File: src/rtl/qrs_pkg.sv
`timescale 1ns / 1ps
// ----------------------------------------------------------------------------
// qrs_pkg
// shared widths, status codes and side-band structs of the quadratic root solver
// ----------------------------------------------------------------------------
package qrs_pkg;

  localparam int CoefWidth = 16;
  localparam int CoefFrac = CoefWidth / 2;
  localparam int RootFracBits = 16;
  localparam int DiscWidth = 34;
  localparam int RootWidth = 40;

  localparam int RadWidth = 50;
  localparam int SqrtBits = RadWidth / 2;
  localparam int SqrtRemWidth = SqrtBits + 3;
  localparam int NbWidth = CoefWidth + RootFracBits - CoefFrac + 1;
  localparam int NumWidth = SqrtBits + 1;
  localparam int DivNumWidth = NumWidth + CoefFrac;
  localparam int DenWidth = CoefWidth + 1;

  localparam logic [1:0] StTwo = 2'd0;
  localparam logic [1:0] StOne = 2'd1;
  localparam logic [1:0] StNone = 2'd2;
  localparam logic [1:0] StAZero = 2'd3;

  typedef struct packed {
    logic [1:0] status;
    logic signed [DiscWidth-1:0] disc;
    logic signed [NbWidth-1:0] nb;
    logic [DenWidth-1:0] den;
    logic a_neg;
  } side1_t;

  typedef struct packed {
    logic [1:0] status;
    logic signed [DiscWidth-1:0] disc;
    logic neg1;
    logic neg2;
  } side2_t;

endpackage

File: src/rtl/qrs_disc.sv
`timescale 1ns / 1ps
// ----------------------------------------------------------------------------
// qrs_disc
// two-stage discriminant, case classification and square-root radicand
// ----------------------------------------------------------------------------
module qrs_disc (
  input  logic clk,
  input  logic rst_n,
  input  logic en,
  input  logic in_vld,
  input  logic signed [qrs_pkg::CoefWidth-1:0] coef_a,
  input  logic signed [qrs_pkg::CoefWidth-1:0] coef_b,
  input  logic signed [qrs_pkg::CoefWidth-1:0] coef_c,
  output logic out_vld,
  output qrs_pkg::side1_t side,
  output logic [qrs_pkg::RadWidth-1:0] rad
);

  localparam int PW = 2 * qrs_pkg::CoefWidth;

  logic vld1_r, vld2_r;
  logic signed [PW-1:0] bb_r, ac_r;
  logic signed [qrs_pkg::CoefWidth-1:0] a1_r, b1_r;
  qrs_pkg::side1_t side_r, side_nxt;
  logic [qrs_pkg::RadWidth-1:0] rad_r, rad_nxt;
  logic signed [qrs_pkg::DiscWidth-1:0] disc;
  logic signed [qrs_pkg::NbWidth-1:0] bmag;

  always_comb begin
    disc = {{(qrs_pkg::DiscWidth-PW){bb_r[PW-1]}}, bb_r}
         - ({{(qrs_pkg::DiscWidth-PW){ac_r[PW-1]}}, ac_r} <<< 2);
    bmag = {{(qrs_pkg::NbWidth-qrs_pkg::CoefWidth){b1_r[qrs_pkg::CoefWidth-1]}}, b1_r}
         <<< (qrs_pkg::RootFracBits - qrs_pkg::CoefFrac);
    side_nxt.disc = disc;
    side_nxt.nb = -bmag;
    side_nxt.a_neg = a1_r[qrs_pkg::CoefWidth-1];
    side_nxt.den = a1_r[qrs_pkg::CoefWidth-1]
                 ? qrs_pkg::DenWidth'(-{a1_r[qrs_pkg::CoefWidth-1], a1_r}) << 1
                 : qrs_pkg::DenWidth'({a1_r[qrs_pkg::CoefWidth-1], a1_r}) << 1;
    if (a1_r == '0) begin
      side_nxt.status = qrs_pkg::StAZero;
    end else if (disc < 0) begin
      side_nxt.status = qrs_pkg::StNone;
    end else if (disc != '0) begin
      side_nxt.status = qrs_pkg::StTwo;
    end else begin
      side_nxt.status = qrs_pkg::StOne;
    end
    if (disc < 0) begin
      rad_nxt = '0;
    end else begin
      rad_nxt = qrs_pkg::RadWidth'(disc) <<
                (2 * qrs_pkg::RootFracBits - qrs_pkg::CoefWidth);
    end
  end

  always_ff @(posedge clk) begin
    if (!rst_n) begin
      vld1_r <= 1'b0;
      vld2_r <= 1'b0;
    end else if (en) begin
      vld1_r <= in_vld;
      vld2_r <= vld1_r;
    end
  end

  always_ff @(posedge clk) begin
    if (en) begin
      bb_r <= coef_b * coef_b;
      ac_r <= coef_a * coef_c;
      a1_r <= coef_a;
      b1_r <= coef_b;
      side_r <= side_nxt;
      rad_r <= rad_nxt;
    end
  end

  assign out_vld = vld2_r;
  assign side = side_r;
  assign rad = rad_r;

endmodule

File: config.mk
export PLATFORM = sky130hd
export DESIGN_NAME = qrs_disc
export DESIGN_NICKNAME = d
export VERILOG_FILES = /design/src/rtl/qrs_pkg.sv /design/src/rtl/qrs_disc.sv
export SDC_FILE = /design/constraint.sdc
export NUM_CORES = 2
export LEC_CHECK = 0
export BUFFER_PORTS_ARGS = -buffer_cell sky130_fd_sc_hd__buf_2
export CORE_MARGIN = 2
export CORE_UTILIZATION = 60
export DETAILED_ROUTE_END_ITERATION = 7
export PLACE_DENSITY = 0.79
export SYNTH_ARGS = -nofsm -noshare
export SYNTH_HDL_FRONTEND = slang
export SYNTH_SLANG_ARGS = --single-unit
export TNS_END_PERCENT = 5
File: constraint.sdc
create_clock -name clk -period 8.2 [get_ports clk]
set_input_delay 0.82 -clock clk [delete_from_list [all_inputs] [get_ports clk]]
set_output_delay 0.82 -clock clk [all_outputs]
set_load 0.01 [all_outputs]
==> flow_metrics.py <==
metrics = {
    "run_status": {
        "status": "completed",
    },
    "placement": {
        "dp_hpwl_um": 47060,
        "finalWeightedCongestion": 0.8944,
        "io_buffer_count": 154,
        "placed_area_sq_mm": 0.02897,
    },
    "global_routing": {
        "antenna_found_initial": 0,
        "grt_usage": 0.2610,
        "grt_pass1_vias": 20920,
        "grt_first_pass_wirelength_um": 98670,
        "grt_max_degree": 121,
        "overflow": 0,
    },
    "timing": {
        "skew_ns": 0.01450,
        "hold_violations": 0,
        "maxClockFrequency_mhz": 143.6,
        "worstMarginPinSlew_ns": 1.013,
        "period_share": 0.8494,
        "post-route-min-period_ns": 6.965,
        "rsz0062_at_grt": "no",
        "setup_viol": 0,
        "fin_setup_tns_ns": 0,
        "relSlewSlack": 0.3248,
        "final_max_slew_viol_count": 0,
        "whs_ns": 0.4858,
    },
    "floorplan": {
        "core_area_sq_mm": 0.04558,
        "initial_core_util": 0.6094,
        "dieArea_sq_mm": 0.04803,
        "pin_count": 182,
        "rows": 78,
        "die_y_um": 219.2,
        "die_w_um": 219.2,
    },
    "worst_hold_path": {
        "min_to": "side[2]$_DFFE_PP_",
        "hold_path_depth": 0,
        "hold_class": "reg2reg",
        "hp-start": "a1_r[0]$_DFFE_PP_",
    },
    "cells_and_area": {
        "drive_gt1_frac": 0.07564,
        "syn2layout_area_growth_pct": 6.343,
        "layout.nets": 3611,
        "finish.utilization": 0.6481,
        "mostFrequentLayoutCells": "inv_1, fa_1, nand2_1, ha_1, edfxtp_1",
        "diodes": 0,
        "final_common_cell": "inv_1",
        "final_area_sq_mm": 0.02954,
    },
    "yosys": {
        "synth_edf_count": 195,
        "yosys.cell_types.count": 73,
        "ys_seq_elements": 197,
        "ys_warn_count": 0,
        "synth_cells": 2750,
        "synth_area_per_cell_sq_um": 10.10,
        "synth_seq_area_share": 0.2123,
        "synth_flop_cell": "edfxtp_1",
        "netlist_area_sq_mm": 0.02778,
        "async_flop_share": 0,
    },
    "setup_path": {
        "required_ns": 8.42,
        "reg2reg_from": "ac_r[0]$_DFFE_PP_",
        "r2r-end": "side[77]$_SDFFCE_PP1P_",
        "cp_data_arrival_time_ns": 7.19,
        "cp-start-kind": "primary input",
        "crit_path_end_kind": "flop",
        "crit_path_start": "coef_b[2]",
        "crit_fanout": 17,
        "reg2reg_slack_ns": 3.82,
        "r2r_cells": 13,
        "critPathKind": "in2reg",
    },
    "cts": {
        "tritoncts": "built",
        "cts_post_setup_buffers_inserted": 0,
        "cts_buffers": 17,
        "holdBufCountCts": 0,
        "clk-insertion-delay-late_ns": 0.48,
        "clockRootBuffer": "clkbuf_16",
        "h-tree-depth": 4,
        "cts-resized-gates": 0,
        "cts_sinks": 197,
        "clk_path_buf_depth": 2,
        "clkTransAtPathRegs_ns": 0.07,
    },
    "drt": {
        "drtIter0Drc": 1103,
        "via_per_inst": 5.479,
        "vias": 19010,
        "route.detailed.drc": 0,
        "ant_nets": 0,
        "wl_per_cell_um": 16.53,
        "first_pass_iters": 5,
        "wl_um": 57360,
        "met3_length_um": 3029,
        "wl_met1_um": 22800,
        "top_layer": "met4",
        "routed-wl-met2_um": 29610,
    },
    "job": {
        "cap_viol_max_count": 0,
    },
}
## area by class of cell
type                       count  area, sq um
sequential                   197         5896
fill                        3545        16040
inverter                     658         2470
timing repair buffer         158        809.5
multi-input combinational   1824        19040
clock inverter                13        133.9
clock buffer                  19        432.9
tap                          600        750.7
## per-stage QoR
step	setup slack (ns)	instances
3_5_place_dp	0.8027	3437
6_report	1.235	3469
4_1_cts	1.302	3469
3_3_place_gp	1.000	3437
2_1_floorplan	1.216	2777
5_1_grt	0.8319	3469
## worst max-delay path, stage by stage
cell and delay [ns]:
buf_2 0.31, inv_1 0.20, nor2_1 0.25, fa_1 0.61, fa_1 0.91, fa_1 0.53, fa_1 0.52, fa_1 0.49
inv_1 0.05, fa_1 0.47, inv_1 0.04, ha_1 0.34, o21a_1 0.13, nor2_1 0.16, nor2b_1 0.07, a221o_1 0.36
a21boi_0 0.27, o21ai_1 0.14, a31o_2 0.25, a21oi_1 0.17, xnor2_1 0.08
## worst max path at each step
stage	end	slack, ns	cells after the start
2_1_floorplan	bb_r[31]$_DFFE_PP_	1.22	22
3_3_place_gp	bb_r[31]$_DFFE_PP_	1.00	21
3_5_place_dp	bb_r[31]$_DFFE_PP_	0.80	21
4_1_cts	bb_r[31]$_DFFE_PP_	1.30	21
5_1_grt	bb_r[31]$_DFFE_PP_	0.83	21
6_report	bb_r[31]$_DFFE_PP_	1.23	21
## flip-flops by register name, summed over array words and instances (netlist names)
signal and cells:
side 68, a1_r 16, b1_r 15, rad 33, out_vld 1, ac_r 32
bb_r 31, vld1_r 1
## routing by layer
| layer | vias to the layer above | GRT usage |
|---|---|---|
| li1 | 8644 | - |
| met3 | 116 | 0.03340 |
| met2 | 553 | 0.4554 |
| met4 | 0 | 0.1027 |
| met5 | - | 0 |
| met1 | 9694 | 0.3321 |
## synth_stat cells, drive strengths merged, types with 37 or more instances
| cell | instances | area share |
|---|---|---|
| clkbuf | 65 | 0.0088 |
| xnor2 | 94 | 0.030 |
| nand2 | 248 | 0.034 |
| a21oi | 63 | 0.011 |
| inv | 658 | 0.089 |
| nor3 | 37 | 0.0067 |
| nor2 | 116 | 0.016 |
| ha | 206 | 0.093 |
| edfxtp | 195 | 0.21 |
| fa | 497 | 0.36 |
| and2 | 168 | 0.038 |
| o21ai | 48 | 0.0086 |
## kinds of logic after synthesis
logic type / synth area share
AO/OA/AOI/OAI: 0.06095
XOR/XNOR: 0.03847
adder cells (fa/ha/maj): 0.4510
buffers and inverters: 0.1064
flip-flops: 0.2123
multiplexers: 0.002883
other: 0.0001350
AND/OR/NAND/NOR: 0.1279
Power is left out: the tool's default activity adds up to more than one toggle a clock period on the data nets, which glitch-free logic cannot reach.
