$ cat src/rtl/qrs_pkg.sv
`timescale 1ns / 1ps
// ----------------------------------------------------------------------------
// qrs_pkg
// shared widths, status codes and side-band structs of the quadratic root solver
// ----------------------------------------------------------------------------
package qrs_pkg;

  localparam int CoefWidth = 16;
  localparam int CoefFrac = CoefWidth / 2;
  localparam int RootFracBits = 16;
  localparam int DiscWidth = 34;
  localparam int RootWidth = 40;

  localparam int RadWidth = 50;
  localparam int SqrtBits = RadWidth / 2;
  localparam int SqrtRemWidth = SqrtBits + 3;
  localparam int NbWidth = CoefWidth + RootFracBits - CoefFrac + 1;
  localparam int NumWidth = SqrtBits + 1;
  localparam int DivNumWidth = NumWidth + CoefFrac;
  localparam int DenWidth = CoefWidth + 1;

  localparam logic [1:0] StTwo = 2'd0;
  localparam logic [1:0] StOne = 2'd1;
  localparam logic [1:0] StNone = 2'd2;
  localparam logic [1:0] StAZero = 2'd3;

  typedef struct packed {
    logic [1:0] status;
    logic signed [DiscWidth-1:0] disc;
    logic signed [NbWidth-1:0] nb;
    logic [DenWidth-1:0] den;
    logic a_neg;
  } side1_t;

  typedef struct packed {
    logic [1:0] status;
    logic signed [DiscWidth-1:0] disc;
    logic neg1;
    logic neg2;
  } side2_t;

endpackage

$ cat src/rtl/qrs_div.sv
`timescale 1ns / 1ps
// ----------------------------------------------------------------------------
// qrs_div
// pipelined restoring divider, one quotient bit per stage
// ----------------------------------------------------------------------------
module qrs_div (
  input  logic clk,
  input  logic en,
  input  logic [qrs_pkg::DivNumWidth-1:0] num,
  input  logic [qrs_pkg::DenWidth-1:0] den,
  output logic [qrs_pkg::DivNumWidth-1:0] quot
);

  localparam int N = qrs_pkg::DivNumWidth;
  localparam int DW = qrs_pkg::DenWidth;

  logic [N-1:0] n_r [1:N];
  logic [N-1:0] q_r [1:N];
  logic [DW:0] rem_r [1:N];
  logic [DW-1:0] den_r [1:N];

  for (genvar k = 0; k < N; k++) begin : g_stage
    logic [N-1:0] n_in, q_in;
    logic [DW:0] rem_in, rem_sh;
    logic [DW-1:0] d_in;
    logic ge;
    if (k == 0) begin : g_first
      assign n_in = num;
      assign q_in = '0;
      assign rem_in = '0;
      assign d_in = den;
    end else begin : g_next
      assign n_in = n_r[k];
      assign q_in = q_r[k];
      assign rem_in = rem_r[k];
      assign d_in = den_r[k];
    end
    assign rem_sh = {rem_in[DW-1:0], n_in[N-1]};
    assign ge = rem_sh >= {1'b0, d_in};
    always_ff @(posedge clk) begin
      if (en) begin
        n_r[k+1] <= n_in << 1;
        q_r[k+1] <= {q_in[N-2:0], ge};
        rem_r[k+1] <= ge ? rem_sh - {1'b0, d_in} : rem_sh;
        den_r[k+1] <= d_in;
      end
    end
  end

  assign quot = q_r[N];

endmodule

$ cat config.mk
export PLATFORM = sky130hd
export DESIGN_NAME = qrs_div
export DESIGN_NICKNAME = d
export VERILOG_FILES = /design/src/rtl/qrs_pkg.sv /design/src/rtl/qrs_div.sv
export SDC_FILE = /design/constraint.sdc
export NUM_CORES = 2
export LEC_CHECK = 0
export ABC_CLOCK_PERIOD_IN_PS = 4600
export BUFFER_PORTS_ARGS = -buffer_cell sky130_fd_sc_hd__buf_2
export CAP_MARGIN = 20
export CORE_ASPECT_RATIO = 0.5
export CORE_MARGIN = 2
export CORE_UTILIZATION = 63
export DETAILED_ROUTE_END_ITERATION = 7
export HOLD_SLACK_MARGIN = 0.1
export PLACE_DENSITY = 0.79
export RECOVER_POWER = 100
export SLEW_MARGIN = 20
export SYNTH_ARGS = -nofsm -noshare
export SYNTH_HDL_FRONTEND = slang
export SYNTH_SLANG_ARGS = --single-unit
$ cat constraint.sdc
create_clock -name clk -period 4.6 [get_ports clk]
set_clock_uncertainty 0.2 [all_clocks]
set_input_delay 0.92 -clock clk [delete_from_list [all_inputs] [get_ports clk]]
set_output_delay 0.92 -clock clk [all_outputs]
set_load 0.05 [all_outputs]
==> impl_metrics.prom <==
# TYPE chip_impl_metric gauge
chip_impl_info{name="run_status",value="finished with violations"} 1
chip_impl_info{name="violated_checks",value="capacitance limit, slew limit"} 1
chip_impl_info{name="yosys_most_used_dff",value="sky130_fd_sc_hd__edfxtp_1"} 1
chip_impl_info{name="critical_path.reg2reg.endpoint",value="rem_r[0][447]"} 1
chip_impl_metric{name="syn_inst",unit=""} 7113
chip_impl_metric{name="num-fill-cells",unit=""} 10700
chip_impl_metric{name="dr.pass1.iters",unit=""} 8
chip_impl_metric{name="number_of_cell_instances_on_the_worst_register_to_register_path",unit=""} 13
chip_impl_metric{name="grt_antenna_before_repair",unit=""} 2
chip_impl_metric{name="clock_buffer_depth",unit=""} 4
chip_impl_info{name="worst_hold_path_type",value="register to register"} 1
chip_impl_info{name="critPathLaunchType",value="register"} 1
chip_impl_metric{name="fp.dieW",unit="um"} 572
chip_impl_metric{name="synth_async_sr_flop_share",unit="%"} 0
chip_impl_metric{name="design.die.area",unit="mm2"} 0.165
chip_impl_info{name="crit_path_cell_trace",value="inv_1 -> ha_1 -> inv_1 -> fa_1 -> a211oi_1 -> o211ai_1 -> nand2_1 -> o21ai_0 -> o211ai_1 -> a21oi_1 -> a2111oi_0 -> buf_4 -> mux2_2"} 1
chip_impl_info{name="clock-root-buffer",value="sky130_fd_sc_hd__clkbuf_16"} 1
chip_impl_metric{name="clock_tree.htree_level_count",unit=""} 4
chip_impl_metric{name="worst_ep_arrival_time",unit="ps"} 4460
chip_impl_metric{name="detailedRoute.firstIterationViolations",unit=""} 4198
chip_impl_metric{name="clkLatencyLatePin",unit="ps"} 840
chip_impl_metric{name="yosysUniqueCellTypes",unit=""} 90
chip_impl_info{name="timing.hold.worst_endpoint",value="q_r[25][15]"} 1
chip_impl_metric{name="critical_path.max_stage_delay",unit="ps"} 420
chip_impl_metric{name="power.leakage",unit="nW"} 42.4
chip_impl_metric{name="syn-cell-area",unit="mm2"} 0.102
chip_impl_metric{name="synth_largest_type_area_fraction",unit="%"} 67.3
chip_impl_metric{name="instances_no_fill",unit=""} 9768
chip_impl_metric{name="num_rows",unit=""} 104
chip_impl_metric{name="edff_count_synth",unit=""} 2278
chip_impl_info{name="regToRegStartpoint",value="n_r[0][791]"} 1
chip_impl_metric{name="io_pins",unit=""} 87
chip_impl_metric{name="grt_util_all_layers",unit="%"} 21.4
chip_impl_metric{name="max-slew-margin-rel",unit="%"} -62.9
chip_impl_metric{name="port-buffer-count",unit=""} 86
chip_impl_metric{name="dpl-instance-area",unit="mm2"} 0.105
chip_impl_metric{name="cts_made_buffers",unit=""} 196
chip_impl_metric{name="post-route-min-period",unit="ps"} 4130
chip_impl_metric{name="postLayoutCellArea",unit="mm2"} 0.111
chip_impl_metric{name="syn-num-nets",unit=""} 7761
chip_impl_metric{name="synthesized_flop_and_latch_total",unit=""} 2278
chip_impl_metric{name="cp_data_required_time",unit="ps"} 4940
chip_impl_metric{name="area_delta_synth_final",unit="%"} 9.67
chip_impl_metric{name="detailroute.via_count",unit=""} 56000
chip_impl_metric{name="die-height",unit="um"} 288
chip_impl_info{name="netlist_top_cells_area",value="sky130_fd_sc_hd__edfxtp_1, sky130_fd_sc_hd__ha_1, sky130_fd_sc_hd__inv_1"} 1
chip_impl_metric{name="clkSinkCount",unit=""} 2278
chip_impl_metric{name="grt_start_max_net_pins",unit=""} 163
chip_impl_metric{name="detail_route.vias_per_cell",unit=""} 5.73
chip_impl_info{name="yosys.cell_count.top_type",value="sky130_fd_sc_hd__edfxtp_1"} 1
chip_impl_info{name="critPathCaptureType",value="register"} 1
chip_impl_metric{name="route.detailed.wl_per_inst",unit="um"} 18.0
chip_impl_metric{name="synth_seq_area_share",unit="%"} 67.3
chip_impl_metric{name="clk_pin_slew_worst_paths",unit="ps"} 70
chip_impl_metric{name="floorplan.initialDensity",unit="%"} 63.3
chip_impl_info{name="rsz0062_at_grt",value="false"} 1
chip_impl_metric{name="regToRegSetupSlack",unit="ps"} 470
chip_impl_metric{name="global_placer_s_final_weighted_congestion",unit=""} 0.892
chip_impl_metric{name="cap_violations",unit=""} 5
chip_impl_metric{name="hold_violations",unit=""} 0
chip_impl_metric{name="synth.yosys.warnings",unit=""} 0
chip_impl_metric{name="timing.final.max_slew_violations",unit=""} 151
chip_impl_metric{name="final_wirelength",unit="mm"} 176
chip_impl_metric{name="ctsResizeCount",unit=""} 0
chip_impl_metric{name="detail_route.drc_violations",unit=""} 0
chip_impl_info{name="cts_tree",value="yes"} 1
chip_impl_metric{name="grt_pass1_wl",unit="mm"} 283
chip_impl_info{name="critPathLaunch",value="n_r[0][791]"} 1
chip_impl_metric{name="detail_route_antenna_nets",unit=""} 0
chip_impl_metric{name="hold_slack",unit="ps"} 169
chip_impl_metric{name="timing.final.crit_share",unit="%"} 89.7
chip_impl_metric{name="dpl.hpwl",unit="mm"} 117
chip_impl_metric{name="setup_viol_count_final",unit=""} 0
chip_impl_metric{name="syn-mean-instance-area",unit="um2"} 14.3
chip_impl_metric{name="max-vdd-ir-drop",unit="V"} 0.000375
chip_impl_metric{name="power-per-cell-area",unit="mW/mm2"} 648
chip_impl_metric{name="drive_above_1_share",unit="%"} 8.34
chip_impl_metric{name="tns",unit="ps"} 0
chip_impl_metric{name="timing.hold.worst_path_depth",unit=""} 0
chip_impl_metric{name="post_layout_nets",unit=""} 8098
chip_impl_info{name="hold_path_startpoint",value="q_r[24][14]"} 1
chip_impl_info{name="critical_path_class",value="register to register"} 1
chip_impl_metric{name="placed_cells",unit=""} 9375
chip_impl_info{name="netlist_top_cells_count",value="sky130_fd_sc_hd__edfxtp_1, sky130_fd_sc_hd__inv_1, sky130_fd_sc_hd__ha_1"} 1
chip_impl_metric{name="grt_pass1_vias",unit=""} 56000
chip_impl_info{name="yosys.area.top_type",value="sky130_fd_sc_hd__edfxtp_1"} 1
chip_impl_metric{name="core_area",unit="mm2"} 0.161
chip_impl_metric{name="critPathMaxFanout",unit=""} 18
chip_impl_metric{name="achievable-frequency",unit="MHz"} 242
chip_impl_metric{name="grt_overflow",unit=""} 0
chip_impl_metric{name="worst-slew-pin-transition",unit="ps"} 2440
chip_impl_info{name="timing.critical_path.slowest_stage_cell",value="sky130_fd_sc_hd__fa_1"} 1
## power breakdown
| group | internal, W | total (W) | leakage (nW) | switching (W) |
|---|---|---|---|---|
| Clock | 0.00922 | 0.0165 | 3.04 | 0.00730 |
| Sequential | 0.0284 | 0.0305 | 22.3 | 0.00209 |
| Combinational | 0.0113 | 0.0253 | 17.1 | 0.0139 |
## worst max path at each step
stage | cells past startpoint | slack [ps] | to
after floorplan | 13 | 1070 | rem_r[0][117]
after global placement | 13 | 750 | rem_r[0][289]
after detailed placement | 13 | 710 | rem_r[0][296]
after CTS | 13 | 680 | rem_r[0][289]
after global routing | 13 | 280 | rem_r[0][188]
final | 13 | 470 | rem_r[0][447]
## cell usage in the layout, fill, tap and decap left out, types with 24 or more instances in the layout
cell type,instances
sky130_fd_sc_hd__clkbuf_16,197
sky130_fd_sc_hd__clkinv_2,26
sky130_fd_sc_hd__nand3_1,77
sky130_fd_sc_hd__nand2_1,385
sky130_fd_sc_hd__nor2_1,291
sky130_fd_sc_hd__o21ai_0,409
sky130_fd_sc_hd__a31oi_1,40
sky130_fd_sc_hd__o21bai_1,60
sky130_fd_sc_hd__or2_2,27
sky130_fd_sc_hd__a2111oi_0,28
sky130_fd_sc_hd__mux2_2,224
sky130_fd_sc_hd__clkinv_1,37
sky130_fd_sc_hd__o31a_1,33
sky130_fd_sc_hd__a21boi_0,28
sky130_fd_sc_hd__buf_2,33
sky130_fd_sc_hd__o21a_1,61
sky130_fd_sc_hd__o31ai_1,33
sky130_fd_sc_hd__edfxtp_1,2278
sky130_fd_sc_hd__xor2_1,178
sky130_fd_sc_hd__xnor2_1,254
sky130_fd_sc_hd__nor2b_1,50
sky130_fd_sc_hd__ha_1,563
sky130_fd_sc_hd__a211oi_1,60
sky130_fd_sc_hd__or3_1,38
sky130_fd_sc_hd__nand4_1,67
sky130_fd_sc_hd__fa_1,32
sky130_fd_sc_hd__nor3_1,110
sky130_fd_sc_hd__dlygate4sd3_1,49
sky130_fd_sc_hd__clkbuf_1,135
sky130_fd_sc_hd__mux2_1,33
sky130_fd_sc_hd__a21oi_1,452
sky130_fd_sc_hd__a21o_1,148
sky130_fd_sc_hd__nand2b_1,63
sky130_fd_sc_hd__inv_1,715
sky130_fd_sc_hd__bufinv_16,24
sky130_fd_sc_hd__and3_1,28
## what timing repair did
item,4_1_cts,5_1_grt
hold buffers,49,0
setup buffers,0,0
endpoints found under the hold margin,49,0
setup endpoints to repair,0,0
## metal layers
layer  part of all wire, %  vias up  GRT usage, %  routed length (um)
li1                      -    27200             -                   -
met1                    41    27200          26.3               72300
met2                    52     1220          38.7               91300
met3                   4.0      376          3.25                7040
met4                   3.2        0          7.17                5630
met5                     0        -             0                   0
## critical path, delay by kind of cell, from the launching register on
| family | cells | cell delay, ps |
|---|---|---|
| adder cells (fa/ha/maj) | 2 | 590 |
| buffers and inverters | 3 | 510 |
| AND/OR/NAND/NOR | 1 | 140 |
| flip-flops | 1 | 360 |
| AO/OA/AOI/OAI | 6 | 1670 |
| multiplexers | 1 | 370 |
## flip-flops by register name, indices dropped and copies added, names as in the netlist
name   flops
den_r    561
n_r      561
q_r      595
rem_r    561
## area by class of cell
class                      instances  area, um2  area share [%]
timing repair buffer             229       1390            1.25
clock buffer                     228       5050            4.53
tap                             2173       2720            2.44
inverter                         716       2690            2.41
clock inverter                   114       1240            1.11
antenna                            1       2.50         0.00224
multi-input combinational       4029      30000            26.9
sequential                      2278      68400            61.4
## metrics by stage
step | total power, W | util (%) | worst slack [ps]
after CTS | 0.0731 | 69.8 | 677
after floorplan | 0.0500 | - | 1070
after detailed placement | 0.0561 | 65.6 | 714
final | 0.0723 | 69.4 | 475
after global placement | 0.0553 | 65.6 | 752
after global routing | 0.0767 | 69.4 | 281
## logic make-up after synthesis
logic type	share of synthesized area, %
mux	3.21
simple gates	5.59
compound gates	9.57
buf+inv	3.05
xor+xnor	3.72
flops	67.3
fa+ha+maj	7.56
Power figures use the tool's default switching activity.
